**src/design/msequence_generator_defines.svh**
```systemverilog
// ----------------------------------------------------------------------------
// msequence_generator_defines
// Assertion macros for the sequence generator RTL.
// ----------------------------------------------------------------------------
`ifndef MSEQUENCE_GENERATOR_DEFINES_SVH
`define MSEQUENCE_GENERATOR_DEFINES_SVH

// Same-cycle implication, checked out of reset
`define MSG_ASSERT_NOW(label, ante, cons, msg) \
    label: assert property (@(posedge i_clk) disable iff (!i_rst_n) (ante) |-> (cons)) \
        else $error(msg);

// Next-cycle implication, checked out of reset
`define MSG_ASSERT_NEXT(label, ante, cons, msg) \
    label: assert property (@(posedge i_clk) disable iff (!i_rst_n) (ante) |=> (cons)) \
        else $error(msg);

`endif

```
**src/design/msg_pkg.sv**
```systemverilog
// ----------------------------------------------------------------------------
// msg_pkg
// Types and constants of the maximal-length sequence generator.
// ----------------------------------------------------------------------------
package msg_pkg;

    // Field and register widths
    localparam int DEGREE_W       = 5;
    localparam int TAPS_W         = 16;
    localparam int APB_ADDR_W     = 3;
    localparam int APB_DATA_W     = 32;

    // Default largest degree and register reset value
    localparam int MAX_DEGREE_DEF = 16;
    localparam logic [DEGREE_W-1:0] DEGREE_RESET = 5'd7;

    // Register index, taken from paddr bit 2
    localparam logic REG_DEGREE = 1'b0;

    // Configuration event from the register block
    typedef struct packed {
        logic                wr;
        logic [DEGREE_W-1:0] degree;
    } t_cfg;

    // Search unit control and status
    typedef struct packed {
        logic start;
    } t_search_ctl;

    typedef struct packed {
        logic busy;
        logic done;
    } t_search_sts;

endpackage

```
**src/design/msg_ifs.sv**
```systemverilog
// ----------------------------------------------------------------------------
// msg_ifs
// Valid/ready channels for restart requests and sequence bits.
// ----------------------------------------------------------------------------
interface msg_in_if;
    logic valid;
    logic ready;
    logic restart;

    modport source (output valid, output restart, input ready);
    modport sink (input valid, input restart, output ready);
endinterface

interface msg_out_if;
    logic                       valid;
    logic                       ready;
    logic                       seq_bit;
    logic                       period_end;
    logic [msg_pkg::TAPS_W-1:0] feedback_taps;

    modport source (output valid, output seq_bit, output period_end,
                    output feedback_taps, input ready);
    modport sink (input valid, input seq_bit, input period_end,
                  input feedback_taps, output ready);
endinterface

```
**src/design/msg_apb.sv**
```systemverilog
// ----------------------------------------------------------------------------
// msg_apb
// APB register block: holds the degree register and flags each write to it.
// ----------------------------------------------------------------------------
module msg_apb #(
    parameter int MAX_DEGREE = msg_pkg::MAX_DEGREE_DEF
) (
    input  logic                           i_clk,
    input  logic                           i_rst_n,
    input  logic                           psel,
    input  logic                           penable,
    input  logic                           pwrite,
    input  logic [msg_pkg::APB_ADDR_W-1:0] paddr,
    input  logic [msg_pkg::APB_DATA_W-1:0] pwdata,
    output logic [msg_pkg::APB_DATA_W-1:0] prdata,
    output logic                           pready,
    output msg_pkg::t_cfg                  o_cfg
);

    localparam int DW = msg_pkg::DEGREE_W;

    logic [DW-1:0] r_degree;
    logic [DW-1:0] n_degree;
    logic          wr_hit;
    logic          sel_degree;

    assign pready     = 1'b1;
    assign sel_degree = (paddr[2] == msg_pkg::REG_DEGREE);
    assign wr_hit     = psel & penable & pwrite & sel_degree;

    // Take the low bits of the write data
    always_comb begin
        n_degree = r_degree;
        if (wr_hit) begin
            n_degree = pwdata[DW-1:0];
        end
    end

    always_ff @(posedge i_clk) begin
        if (!i_rst_n) begin
            r_degree <= msg_pkg::DEGREE_RESET;
        end else begin
            r_degree <= n_degree;
        end
    end

    // Read back the stored degree
    assign prdata = sel_degree ? {{(msg_pkg::APB_DATA_W-DW){1'b0}}, r_degree} : '0;

    // Clamp the degree into 1..MAX_DEGREE for the datapath
    always_comb begin
        o_cfg.wr     = wr_hit;
        o_cfg.degree = r_degree;
        if (r_degree == '0) begin
            o_cfg.degree = DW'(1);
        end else if (r_degree > DW'(MAX_DEGREE)) begin
            o_cfg.degree = DW'(MAX_DEGREE);
        end
    end

endmodule

```
**src/design/msg_search.sv**
```systemverilog
// ----------------------------------------------------------------------------
// msg_search
// Primitive polynomial search: one shared reduce/compare/shift step per cycle
// walks x^k mod (2^n | i) over odd low parts i until the order is 2^n-1,
// or gives zero taps when no candidate is left.
module msg_search #(
    parameter int MAX_DEGREE = msg_pkg::MAX_DEGREE_DEF
) (
    input  logic                         i_clk,
    input  logic                         i_rst_n,
    input  msg_pkg::t_search_ctl         i_ctl,
    input  logic [msg_pkg::DEGREE_W-1:0] i_degree,
    output msg_pkg::t_search_sts         o_sts,
    output logic [MAX_DEGREE-1:0]        o_taps
);

    localparam int KW = MAX_DEGREE;
    localparam int AW = MAX_DEGREE + 1;

    logic          r_busy, n_busy;
    logic          r_done, n_done;
    logic [KW-1:0] r_low,  n_low;
    logic [AW-1:0] r_acc,  n_acc;
    logic [KW-1:0] r_k,    n_k;
    logic [KW-1:0] r_taps, n_taps;

    logic [AW-1:0] top_w;
    logic [AW-1:0] top_m1;
    logic [AW-1:0] poly;
    logic [AW-1:0] acc_red;
    logic          hit_one;
    logic          k_last;
    logic          low_last;

    // Shared step: reduce by the candidate, test for one, test the order
    assign top_w    = AW'(1) << i_degree;
    assign top_m1   = top_w - AW'(1);
    assign poly     = top_w | {1'b0, r_low};
    assign acc_red  = ((r_acc & top_w) != '0) ? (r_acc ^ poly) : r_acc;
    assign hit_one  = (acc_red == AW'(1));
    assign k_last   = (r_k == top_m1[KW-1:0]);
    assign low_last = (r_low == top_m1[KW-1:0]);

    // Sequence candidates and powers
    always_comb begin
        n_busy = r_busy;
        n_done = 1'b0;
        n_low  = r_low;
        n_acc  = r_acc;
        n_k    = r_k;
        n_taps = r_taps;
        if (!r_busy) begin
            if (i_ctl.start) begin
                n_busy = 1'b1;
                n_low  = KW'(1);
                n_acc  = top_w;
                n_k    = KW'(i_degree);
                n_taps = '0;
            end
        end else if (hit_one && k_last) begin
            // order is full: keep this polynomial
            n_busy = 1'b0;
            n_done = 1'b1;
            n_taps = poly[AW-1:1];
        end else if (hit_one || k_last) begin
            // order too short or loop ran out: next candidate, or zero taps if none left
            if (low_last) begin
                n_busy = 1'b0;
                n_done = 1'b1;
                n_taps = '0;
            end else begin
                n_low = r_low + KW'(2);
                n_acc = top_w;
                n_k   = KW'(i_degree);
            end
        end else begin
            n_acc = acc_red << 1;
            n_k   = r_k + KW'(1);
        end
    end

    always_ff @(posedge i_clk) begin
        if (!i_rst_n) begin
            r_busy <= 1'b0;
            r_done <= 1'b0;
            r_taps <= '0;
        end else begin
            r_busy <= n_busy;
            r_done <= n_done;
            r_taps <= n_taps;
        end
    end

    always_ff @(posedge i_clk) begin
        r_low <= n_low;
        r_acc <= n_acc;
        r_k   <= n_k;
    end

    assign o_sts.busy = r_busy;
    assign o_sts.done = r_done;
    assign o_taps     = r_taps;

endmodule

```
**src/design/msequence_generator.sv**
```systemverilog
// ----------------------------------------------------------------------------
// msequence_generator
// Maximal-length sequence generator: searches a primitive polynomial for
// the programmed degree, then steps a right-shifting Galois LFSR per item.
// ----------------------------------------------------------------------------
//   channel   dir  handshake          payload
//   i_item    in   valid/ready        restart
//   o_result  out  valid/ready        seq_bit, period_end, feedback_taps
//   apb       in   psel/penable       degree register at byte address 0
//
// An item whose polynomial is known gets one LFSR step into the output
// register, valid in the cycle after acceptance. The first item after reset
// or a degree write first runs the search, one reduce/shift step per cycle;
// the step state then makes the LFSR step. Reset is synchronous; no
// clearing pass. A stalled result holds and blocks the next item only
// until it is taken.
// ----------------------------------------------------------------------------
module msequence_generator #(
    parameter int MAX_DEGREE = msg_pkg::MAX_DEGREE_DEF
) (
    input  logic                           i_clk,
    input  logic                           i_rst_n,
    input  logic                           psel,
    input  logic                           penable,
    input  logic                           pwrite,
    input  logic [msg_pkg::APB_ADDR_W-1:0] paddr,
    input  logic [msg_pkg::APB_DATA_W-1:0] pwdata,
    output logic [msg_pkg::APB_DATA_W-1:0] prdata,
    output logic                           pready,
    msg_in_if.sink                         i_item,
    msg_out_if.source                      o_result
);

    `include "msequence_generator_defines.svh"

    localparam int KW = MAX_DEGREE;
    localparam int AW = MAX_DEGREE + 1;
    localparam int TW = msg_pkg::TAPS_W;

    localparam logic [1:0] ST_IDLE   = 2'd0;
    localparam logic [1:0] ST_SEARCH = 2'd1;
    localparam logic [1:0] ST_STEP   = 2'd2;

    msg_pkg::t_cfg        cfg;
    msg_pkg::t_search_ctl search_ctl;
    msg_pkg::t_search_sts search_sts;
    logic [KW-1:0]        search_taps;

    logic [1:0]    r_state, n_state;
    logic          r_poly_ready, n_poly_ready;
    logic [KW-1:0] r_taps, n_taps;
    logic [KW-1:0] r_lfsr, n_lfsr;
    logic [KW-1:0] r_pos, n_pos;
    logic          r_out_valid, n_out_valid;
    logic          r_seq_bit, n_seq_bit;
    logic          r_period_end, n_period_end;
    logic [TW-1:0] r_taps_out, n_taps_out;

    logic             accept;
    logic             do_step;
    logic             fresh;
    logic [KW-1:0]    base_lfsr;
    logic [KW-1:0]    base_pos;
    logic [KW-1:0]    step_lfsr;
    logic [AW-1:0]    top_m2;
    logic [KW-1:0]    last_pos;
    logic [KW+TW-1:0] taps_wide;

    msg_apb #(
        .MAX_DEGREE (MAX_DEGREE)
    ) u_apb (
        .i_clk   (i_clk),
        .i_rst_n (i_rst_n),
        .psel    (psel),
        .penable (penable),
        .pwrite  (pwrite),
        .paddr   (paddr),
        .pwdata  (pwdata),
        .prdata  (prdata),
        .pready  (pready),
        .o_cfg   (cfg)
    );

    msg_search #(
        .MAX_DEGREE (MAX_DEGREE)
    ) u_search (
        .i_clk    (i_clk),
        .i_rst_n  (i_rst_n),
        .i_ctl    (search_ctl),
        .i_degree (cfg.degree),
        .o_sts    (search_sts),
        .o_taps   (search_taps)
    );

    // Take an item only when idle and the output slot frees up
    assign i_item.ready = (r_state == ST_IDLE) && (!r_out_valid || o_result.ready);
    assign accept       = i_item.valid && i_item.ready;

    assign search_ctl.start = accept && !r_poly_ready;

    // One Galois step from either the held state or a fresh start
    assign do_step   = (accept && r_poly_ready) || (r_state == ST_STEP);
    assign fresh     = (r_state == ST_IDLE) && i_item.restart;
    assign base_lfsr = fresh ? KW'(1) : r_lfsr;
    assign base_pos  = fresh ? '0 : r_pos;
    assign step_lfsr = (base_lfsr >> 1) ^ (base_lfsr[0] ? r_taps : '0);
    assign top_m2    = (AW'(1) << cfg.degree) - AW'(2);
    assign last_pos  = top_m2[KW-1:0];
    assign taps_wide = {{TW{1'b0}}, r_taps};

    always_comb begin
        n_state      = r_state;
        n_poly_ready = r_poly_ready;
        n_taps       = r_taps;
        n_lfsr       = r_lfsr;
        n_pos        = r_pos;
        n_out_valid  = r_out_valid;
        n_seq_bit    = r_seq_bit;
        n_period_end = r_period_end;
        n_taps_out   = r_taps_out;

        // drop the result once taken
        if (r_out_valid && o_result.ready) begin
            n_out_valid = 1'b0;
        end

        // a degree write forces a new search
        if (cfg.wr) begin
            n_poly_ready = 1'b0;
        end

        case (r_state)
            ST_IDLE: begin
                if (search_ctl.start) begin
                    n_state = ST_SEARCH;
                end
            end
            ST_SEARCH: begin
                if (search_sts.done) begin
                    n_taps       = search_taps;
                    n_lfsr       = KW'(1);
                    n_pos        = '0;
                    n_poly_ready = 1'b1;
                    n_state      = ST_STEP;
                end
            end
            ST_STEP: begin
                n_state = ST_IDLE;
            end
            default: begin
                n_state = ST_IDLE;
            end
        endcase

        // advance the LFSR and load the result
        if (do_step) begin
            n_lfsr       = step_lfsr;
            n_pos        = (base_pos >= last_pos) ? '0 : base_pos + KW'(1);
            n_out_valid  = 1'b1;
            n_seq_bit    = step_lfsr[0];
            n_period_end = (base_pos == last_pos);
            n_taps_out   = taps_wide[TW-1:0];
        end
    end

    always_ff @(posedge i_clk) begin
        if (!i_rst_n) begin
            r_state      <= ST_IDLE;
            r_poly_ready <= 1'b0;
            r_taps       <= '0;
            r_lfsr       <= KW'(1);
            r_pos        <= '0;
            r_out_valid  <= 1'b0;
        end else begin
            r_state      <= n_state;
            r_poly_ready <= n_poly_ready;
            r_taps       <= n_taps;
            r_lfsr       <= n_lfsr;
            r_pos        <= n_pos;
            r_out_valid  <= n_out_valid;
        end
    end

    always_ff @(posedge i_clk) begin
        r_seq_bit    <= n_seq_bit;
        r_period_end <= n_period_end;
        r_taps_out   <= n_taps_out;
    end

    assign o_result.valid         = r_out_valid;
    assign o_result.seq_bit       = r_seq_bit;
    assign o_result.period_end    = r_period_end;
    assign o_result.feedback_taps = r_taps_out;

    // Checks on sequencing and search results
    `MSG_ASSERT_NOW(a_busy_not_ready, r_state != ST_IDLE, !i_item.ready, "ready while busy")
    `MSG_ASSERT_NOW(a_done_in_search, search_sts.done, r_state == ST_SEARCH, "stray search done")
    `MSG_ASSERT_NOW(a_busy_search, search_sts.busy, r_state == ST_SEARCH, "stray busy")
    `MSG_ASSERT_NEXT(a_step_loads, r_state == ST_STEP, r_out_valid, "step gave no result")
    `MSG_ASSERT_NOW(a_taps_found, r_poly_ready, r_taps != '0, "no polynomial found")

endmodule

```
**src/flat_wrapper.sv**
```systemverilog
// flat-port wrapper written by rule: the top's interface ports become plain ports
module msequence_generator_flat 
#(
    parameter int MAX_DEGREE = msg_pkg::MAX_DEGREE_DEF
)
  (i_clk, i_rst_n, psel, penable, pwrite, paddr, pwdata, prdata, pready, i_item_valid, i_item_restart, i_item_ready, o_result_valid, o_result_seq_bit, o_result_period_end, o_result_feedback_taps, o_result_ready);
  msg_in_if i_item_i ();
  msg_out_if o_result_i ();
  input  logic i_clk;
  input  logic i_rst_n;
  input  logic psel;
  input  logic penable;
  input  logic pwrite;
  input  logic [msg_pkg::APB_ADDR_W-1:0] paddr;
  input  logic [msg_pkg::APB_DATA_W-1:0] pwdata;
  output logic [msg_pkg::APB_DATA_W-1:0] prdata;
  output logic pready;
  input wire logic [$bits(i_item_i.valid)-1:0] i_item_valid;
  input wire logic [$bits(i_item_i.restart)-1:0] i_item_restart;
  output wire logic [$bits(i_item_i.ready)-1:0] i_item_ready;
  output wire logic [$bits(o_result_i.valid)-1:0] o_result_valid;
  output wire logic [$bits(o_result_i.seq_bit)-1:0] o_result_seq_bit;
  output wire logic [$bits(o_result_i.period_end)-1:0] o_result_period_end;
  output wire logic [$bits(o_result_i.feedback_taps)-1:0] o_result_feedback_taps;
  input wire logic [$bits(o_result_i.ready)-1:0] o_result_ready;
  assign i_item_i.valid = i_item_valid;
  assign i_item_i.restart = i_item_restart;
  assign i_item_ready = i_item_i.ready;
  assign o_result_valid = o_result_i.valid;
  assign o_result_seq_bit = o_result_i.seq_bit;
  assign o_result_period_end = o_result_i.period_end;
  assign o_result_feedback_taps = o_result_i.feedback_taps;
  assign o_result_i.ready = o_result_ready;
  msequence_generator #(.MAX_DEGREE(MAX_DEGREE)) u_core (.i_clk(i_clk), .i_rst_n(i_rst_n), .psel(psel), .penable(penable), .pwrite(pwrite), .paddr(paddr), .pwdata(pwdata), .prdata(prdata), .pready(pready), .i_item(i_item_i), .o_result(o_result_i));
endmodule
```
**config.mk**
```make
export PLATFORM = sky130hd
export DESIGN_NAME = msequence_generator_flat
export DESIGN_NICKNAME = d
export VERILOG_FILES = /design/src/design/msg_pkg.sv /design/src/design/msg_ifs.sv /design/src/design/msg_apb.sv /design/src/design/msg_search.sv /design/src/design/msequence_generator.sv /design/src/flat_wrapper.sv
export VERILOG_INCLUDE_DIRS = /design/src /design/src/design
export SDC_FILE = /design/constraint.sdc
export NUM_CORES = 1
export LEC_CHECK = 0
export ABC_CLOCK_PERIOD_IN_PS = 6720
export BUFFER_PORTS_ARGS = -buffer_cell sky130_fd_sc_hd__buf_4
export CORE_MARGIN = 5
export CORE_UTILIZATION = 60
export DETAILED_ROUTE_END_ITERATION = 12
export PLACE_DENSITY = 0.91
export SYNTH_ARGS = -nofsm -noshare
export SYNTH_HDL_FRONTEND = slang
export SYNTH_HIERARCHICAL = 1
export SYNTH_SLANG_ARGS = --single-unit
```
**constraint.sdc**
```tcl
create_clock -name i_clk -period 6.72 [get_ports i_clk]
set_clock_uncertainty 0.1 [all_clocks]
set_input_delay 0.672 -clock i_clk [delete_from_list [all_inputs] [get_ports i_clk]]
set_output_delay 0.672 -clock i_clk [all_outputs]
set_load 0.005 [all_outputs]
```
# Word-level counts from Yosys, hierarchy flattened
# Cells that the tools add are included.
[totals]
ff_bits = 142
latch_bits = 0
ramBits = 0
romBits = 0
inputBits = 43
out_inout_bits = 53
n_memories = 0
[op_classes]
addsub = 5
mul = 0
div = 0
n_lt_le_gt_ge = 2
n_eq_ne = 14
shifts = 1
n_mux = 50
n_bitwise = 8
reduce_logical = 26
[op_table]
columns = ["cell", "count"]
rows = [
  ["$mux W16", 25],
  ["$mux W17", 6],
  ["$eq A16 B16 Y1", 3],
  ["$add A16 B1 Y16 const B", 2],
  ["$and A17 B17 Y17", 1],
  ["$eq A17 B1 Y1 const B", 1],
  ["$or A17 B16 Y17", 1],
  ["$reduce_bool A17 Y1", 1],
  ["$shl A1 B5 Y17 const A", 1],
  ["$xor A17 B17 Y17", 1],
  ["$add A16 B2 Y16 const B", 1],
  ["$ge A16 B16 Y1", 1],
  ["$sub A16 B1 Y16 const B", 1],
  ["$sub A16 B3 Y16 const B", 1],
  ["$xor A15 B16 Y16", 1],
  ["$mux W5", 3],
  ["$mux W1", 13],
  ["$reduce_and A2 Y1", 4],
  ["$reduce_bool A2 Y1", 4],
  ["$logic_and A1 B1 Y1", 7],
  ["$ne A2 B2 Y1 const B", 3],
  ["$ne A3 B1 Y1 const B", 2],
  ["$reduce_and A3 Y1", 2],
  ["$gt A5 B5 Y1 const B", 1],
  ["13 further kinds", 20],
]

# Longest topological paths before layout
[logic_depth]
ltp_word = 12
depth_mapped = 18

# By module
# Netlist, hierarchy kept.
[modules_own_cells]
columns = ["module", "instances", "cells_per_inst", "area_each_um2"]
rows = [
  ["msg_search", 1, 497, 4759.6],
  ["msequence_generator", 1, 468, 4002.6],
  ["msg_apb", 1, 66, 529.3],
]

# Worst setup path before layout
# OpenSTA, ideal clock, no wires.
[synth_path]
path_type = "register -> register"
startpoint = "reg u_core.u_apb.r_degree[3]"
endpoint = "reg u_core.u_search.r_acc[0], enable pin"
t_arrival_ns = 4.634
required_ns = 6.197
path_slack_ns = 1.563
stages_incl_launch_ff = 17
cell_sequence = "dfxtp_1 or3_1 a21oi_1 nor2b_1 buf_2 nand2_1 ha_1 clkbuf_1 nor2_1 a21oi_1 o31ai_1 xor2_1 nor2_1 nand4_1 a21boi_0 and2_1 nor2_1"
[synth_rtl]
columns = ["item", "line", "text"]
rows = [
  ["from (decl)", "msg_apb.sv:22", "logic [DW-1:0] r_degree;"],
  ["from (signal assigned)", "msg_apb.sv:41", "r_degree <= msg_pkg::DEGREE_RESET;"],
  ["from (signal assigned)", "msg_apb.sv:43", "r_degree <= n_degree;"],
  ["to (signal assigned)", "msg_search.sv:96", "r_acc <= n_acc;"],
  ["to (decl)", "msg_search.sv:23", "logic [AW-1:0] r_acc, n_acc;"],
]

==> impl_metrics.tcl <==
set metrics [dict create \
    start_kind "register" \
    slew-limit-headroom 0.0859 \
    crit_buf_inv 3 \
    drt-total-wl_um 22700 \
    grt.total_usage 0.249 \
    leakagePower_uw 0.00372 \
    clockPowerShare 0.432 \
    wl_per_cell_um 18.4 \
    syn2layout_area_growth_pct 8.52 \
    overflow 0 \
    fp.dieArea_mm2 0.0181 \
    endpoint_kind "register" \
    slew_violations 0 \
    clkLatencyLatePin_ns 0.43 \
    placed_cells 1202 \
    status "finished clean" \
    p_total_uw 2280 \
    netlist_area_mm2 0.00928 \
    crit_required_ns 6.78 \
    p_int_uw 1640 \
    setup_tns_ns 0 \
    critical-path-max-stage-delay_ns 0.63 \
    regToRegSetupSlack_ns 1.63 \
    grt_pass1_wl_um 37000 \
    grt_pass1_vias 7485 \
    post-place-ws_ns 1.81 \
    tightest_slew_ns 1.37 \
    finalHoldViolCount 0 \
    critical-path-slowest-cell "nor3_1" \
    hold_path_class "reg -> reg" \
    rr_endpoint "u_core/u_search/r_acc[7]" \
    synth.avg_cell_area_um2 9.01 \
    dp_hpwl_um 15200 \
    pwr-share-comb 0.128 \
    clkTransAtPathRegs_ns 0.06 \
    hold-path-cell-count 2 \
    min_from "u_core/u_search/o_taps[5]" \
    io_pins 96 \
    first_iter_violations 1178 \
    fin_cells 1234 \
    crit_family "simple AND/OR/NAND/NOR gates" \
    antenna_found_initial 0 \
    postCtsResizedCells 0 \
    ant_nets 0 \
    die_h_um 134 \
    maxCapViolCount 0 \
    arrival_ns 5.16 \
    fmaxAchievable_mhz 196 \
    cts_tree "yes" \
    cp-startpoint "u_core/u_apb/r_degree[4]" \
    final_layout_size_suffix_gt1_frac 0.125 \
    timing.final.ws_setup_ns 1.63 \
    core_region_area_mm2 0.0152 \
    post_cts_buffers 0 \
    critical_path_class "reg -> reg" \
    port_buffers 38 \
    nFillCells 1123 \
    setup_viol 0 \
    seq_power_share 0.440 \
    rows 45 \
    clk_path_buf_depth 2 \
    netlist_instances 1030 \
    dr.pass1.iters 6 \
    clock_sinks 141 \
    period_needed_ns 5.09 \
    die_x_um 134 \
    cts_hold_buf 0 \
    crit_fanout 37 \
    dr_total_vias 7864 \
    start_util 0.611 \
    crit_top_cell "buf_4" \
    nNetsFinal 1098 \
    worstHoldEndpoint "u_core/r_taps[5]" \
    p_sw_frac 0.281 \
    cts_root_buffer "clkbuf_16" \
    gp_congestion 0.925 \
    viasPerCell 6.37 \
    fin_crit_sh 0.758 \
    timing.rr.start "u_core/u_apb/r_degree[4]" \
    antenna_cells 0 \
    grt_max_degree 70 \
    drc 0 \
    reg2reg_depth 15 \
    peakVddDrop_v 0.000204 \
    p_per_area_mw_per_mm2 226 \
    cts_made_buffers 17 \
    htree_levels 4 \
    rsz0062_at_grt "false" \
    power.switching_uw 640 \
    synth_warnings 6 \
    cp_cell_sequence "buf_4 -> nor2b_1 -> buf_4 -> nor3_1 -> nand2_1 -> ha_1 -> nor2_1 -> a31oi_1 -> o22ai_1 -> xor2_1 -> nor4_1 -> nand4_1 -> and3_1 -> buf_4 -> mux2i_1" \
]
==> flip-flops by register name (all words and copies together), names as in the netlist <==
signal,count
u_core/u_search/r_done,1
u_core/r_state,2
u_core/r_pos,16
u_core/r_taps,16
u_core/r_poly_ready,1
u_core/o_result.feedback_taps,16
u_core/o_result.period_end,1
u_core/u_search/r_k,16
u_core/o_result.valid,1
u_core/u_search/r_low,15
u_core/u_apb/r_degree,5
u_core/u_search/o_taps,16
u_core/u_search/r_busy,1
u_core/o_result.seq_bit,1
u_core/r_lfsr,16
u_core/u_search/r_acc,17
==> cell type report <==
type	instances	area [um^2]	share of cell area
clock buffer	17	425	0.0422
clock inverter	15	196	0.0195
inverter	17	63.8	0.00633
multi-input combinational	804	5280	0.524
sequential	141	3480	0.346
tap	188	235	0.0233
timing repair buffer	52	390	0.0387
==> power groups by stage <==
stage,Clock (uW),Combinational [uW],Sequential (uW)
after floorplan,0,243,995
after global placement,0,274,1020
after detailed placement,0,284,1020
after CTS,999,286,999
after global routing,1050,319,1010
final,985,291,1000
==> layout by cell type (no fill, tap or decap), drive strengths merged, types with 13 or more instances in the layout <==
cell type    n
ha          22
and2        39
nand3       46
xor2        27
o2bb2ai     17
nor3        17
clkbuf      17
xnor2       48
inv         26
a31oi       26
o21ai       35
nand2      129
dfxtp       75
a21boi      29
nor2b       43
conb        28
edfxtp      66
or3         13
mux2i       27
buf         52
a21oi       47
nor2        63
nand3b      19
==> worst min-delay path, cell delays in order, from the launching register on <==
cell	delay, ns
dfxtp_1	0.31
nand2_1	0.05
a21boi_0	0.06
==> worst max-delay path by stage <==
stage,endpoint,slack [ns],cells after the start
final,u_core/u_search/r_acc[7],1.63,15
after global routing,u_core/u_search/r_k[2],1.40,16
after CTS,u_core/u_search/r_acc[15],1.78,15
after detailed placement,u_core/u_search/r_acc[7],1.81,15
after global placement,u_core/u_search/r_acc[8],1.87,15
after floorplan,u_core/u_search/r_acc[0],1.56,16
==> layer usage <==
| metal | vias to the layer above | global-route usage | share of wire |
|---|---|---|---|
| met4 | 0 | 0.106 | 0.034 |
| met5 | - | 0 | 0 |
| met3 | 93 | 0.0551 | 0.084 |
| li1 | 3623 | - | - |
| met2 | 410 | 0.402 | 0.48 |
| met1 | 3738 | 0.324 | 0.40 |
==> metrics by stage <==
step	utilization	hold slack, ns	area, um^2
2_1_floorplan	-	0.324	9380
3_3_place_gp	0.622	0.351	9450
3_5_place_dp	0.622	0.352	9450
4_1_cts	0.663	0.370	10100
5_1_grt	0.663	0.393	10100
6_report	0.663	0.369	10100
Power figures use the tool's default switching activity.
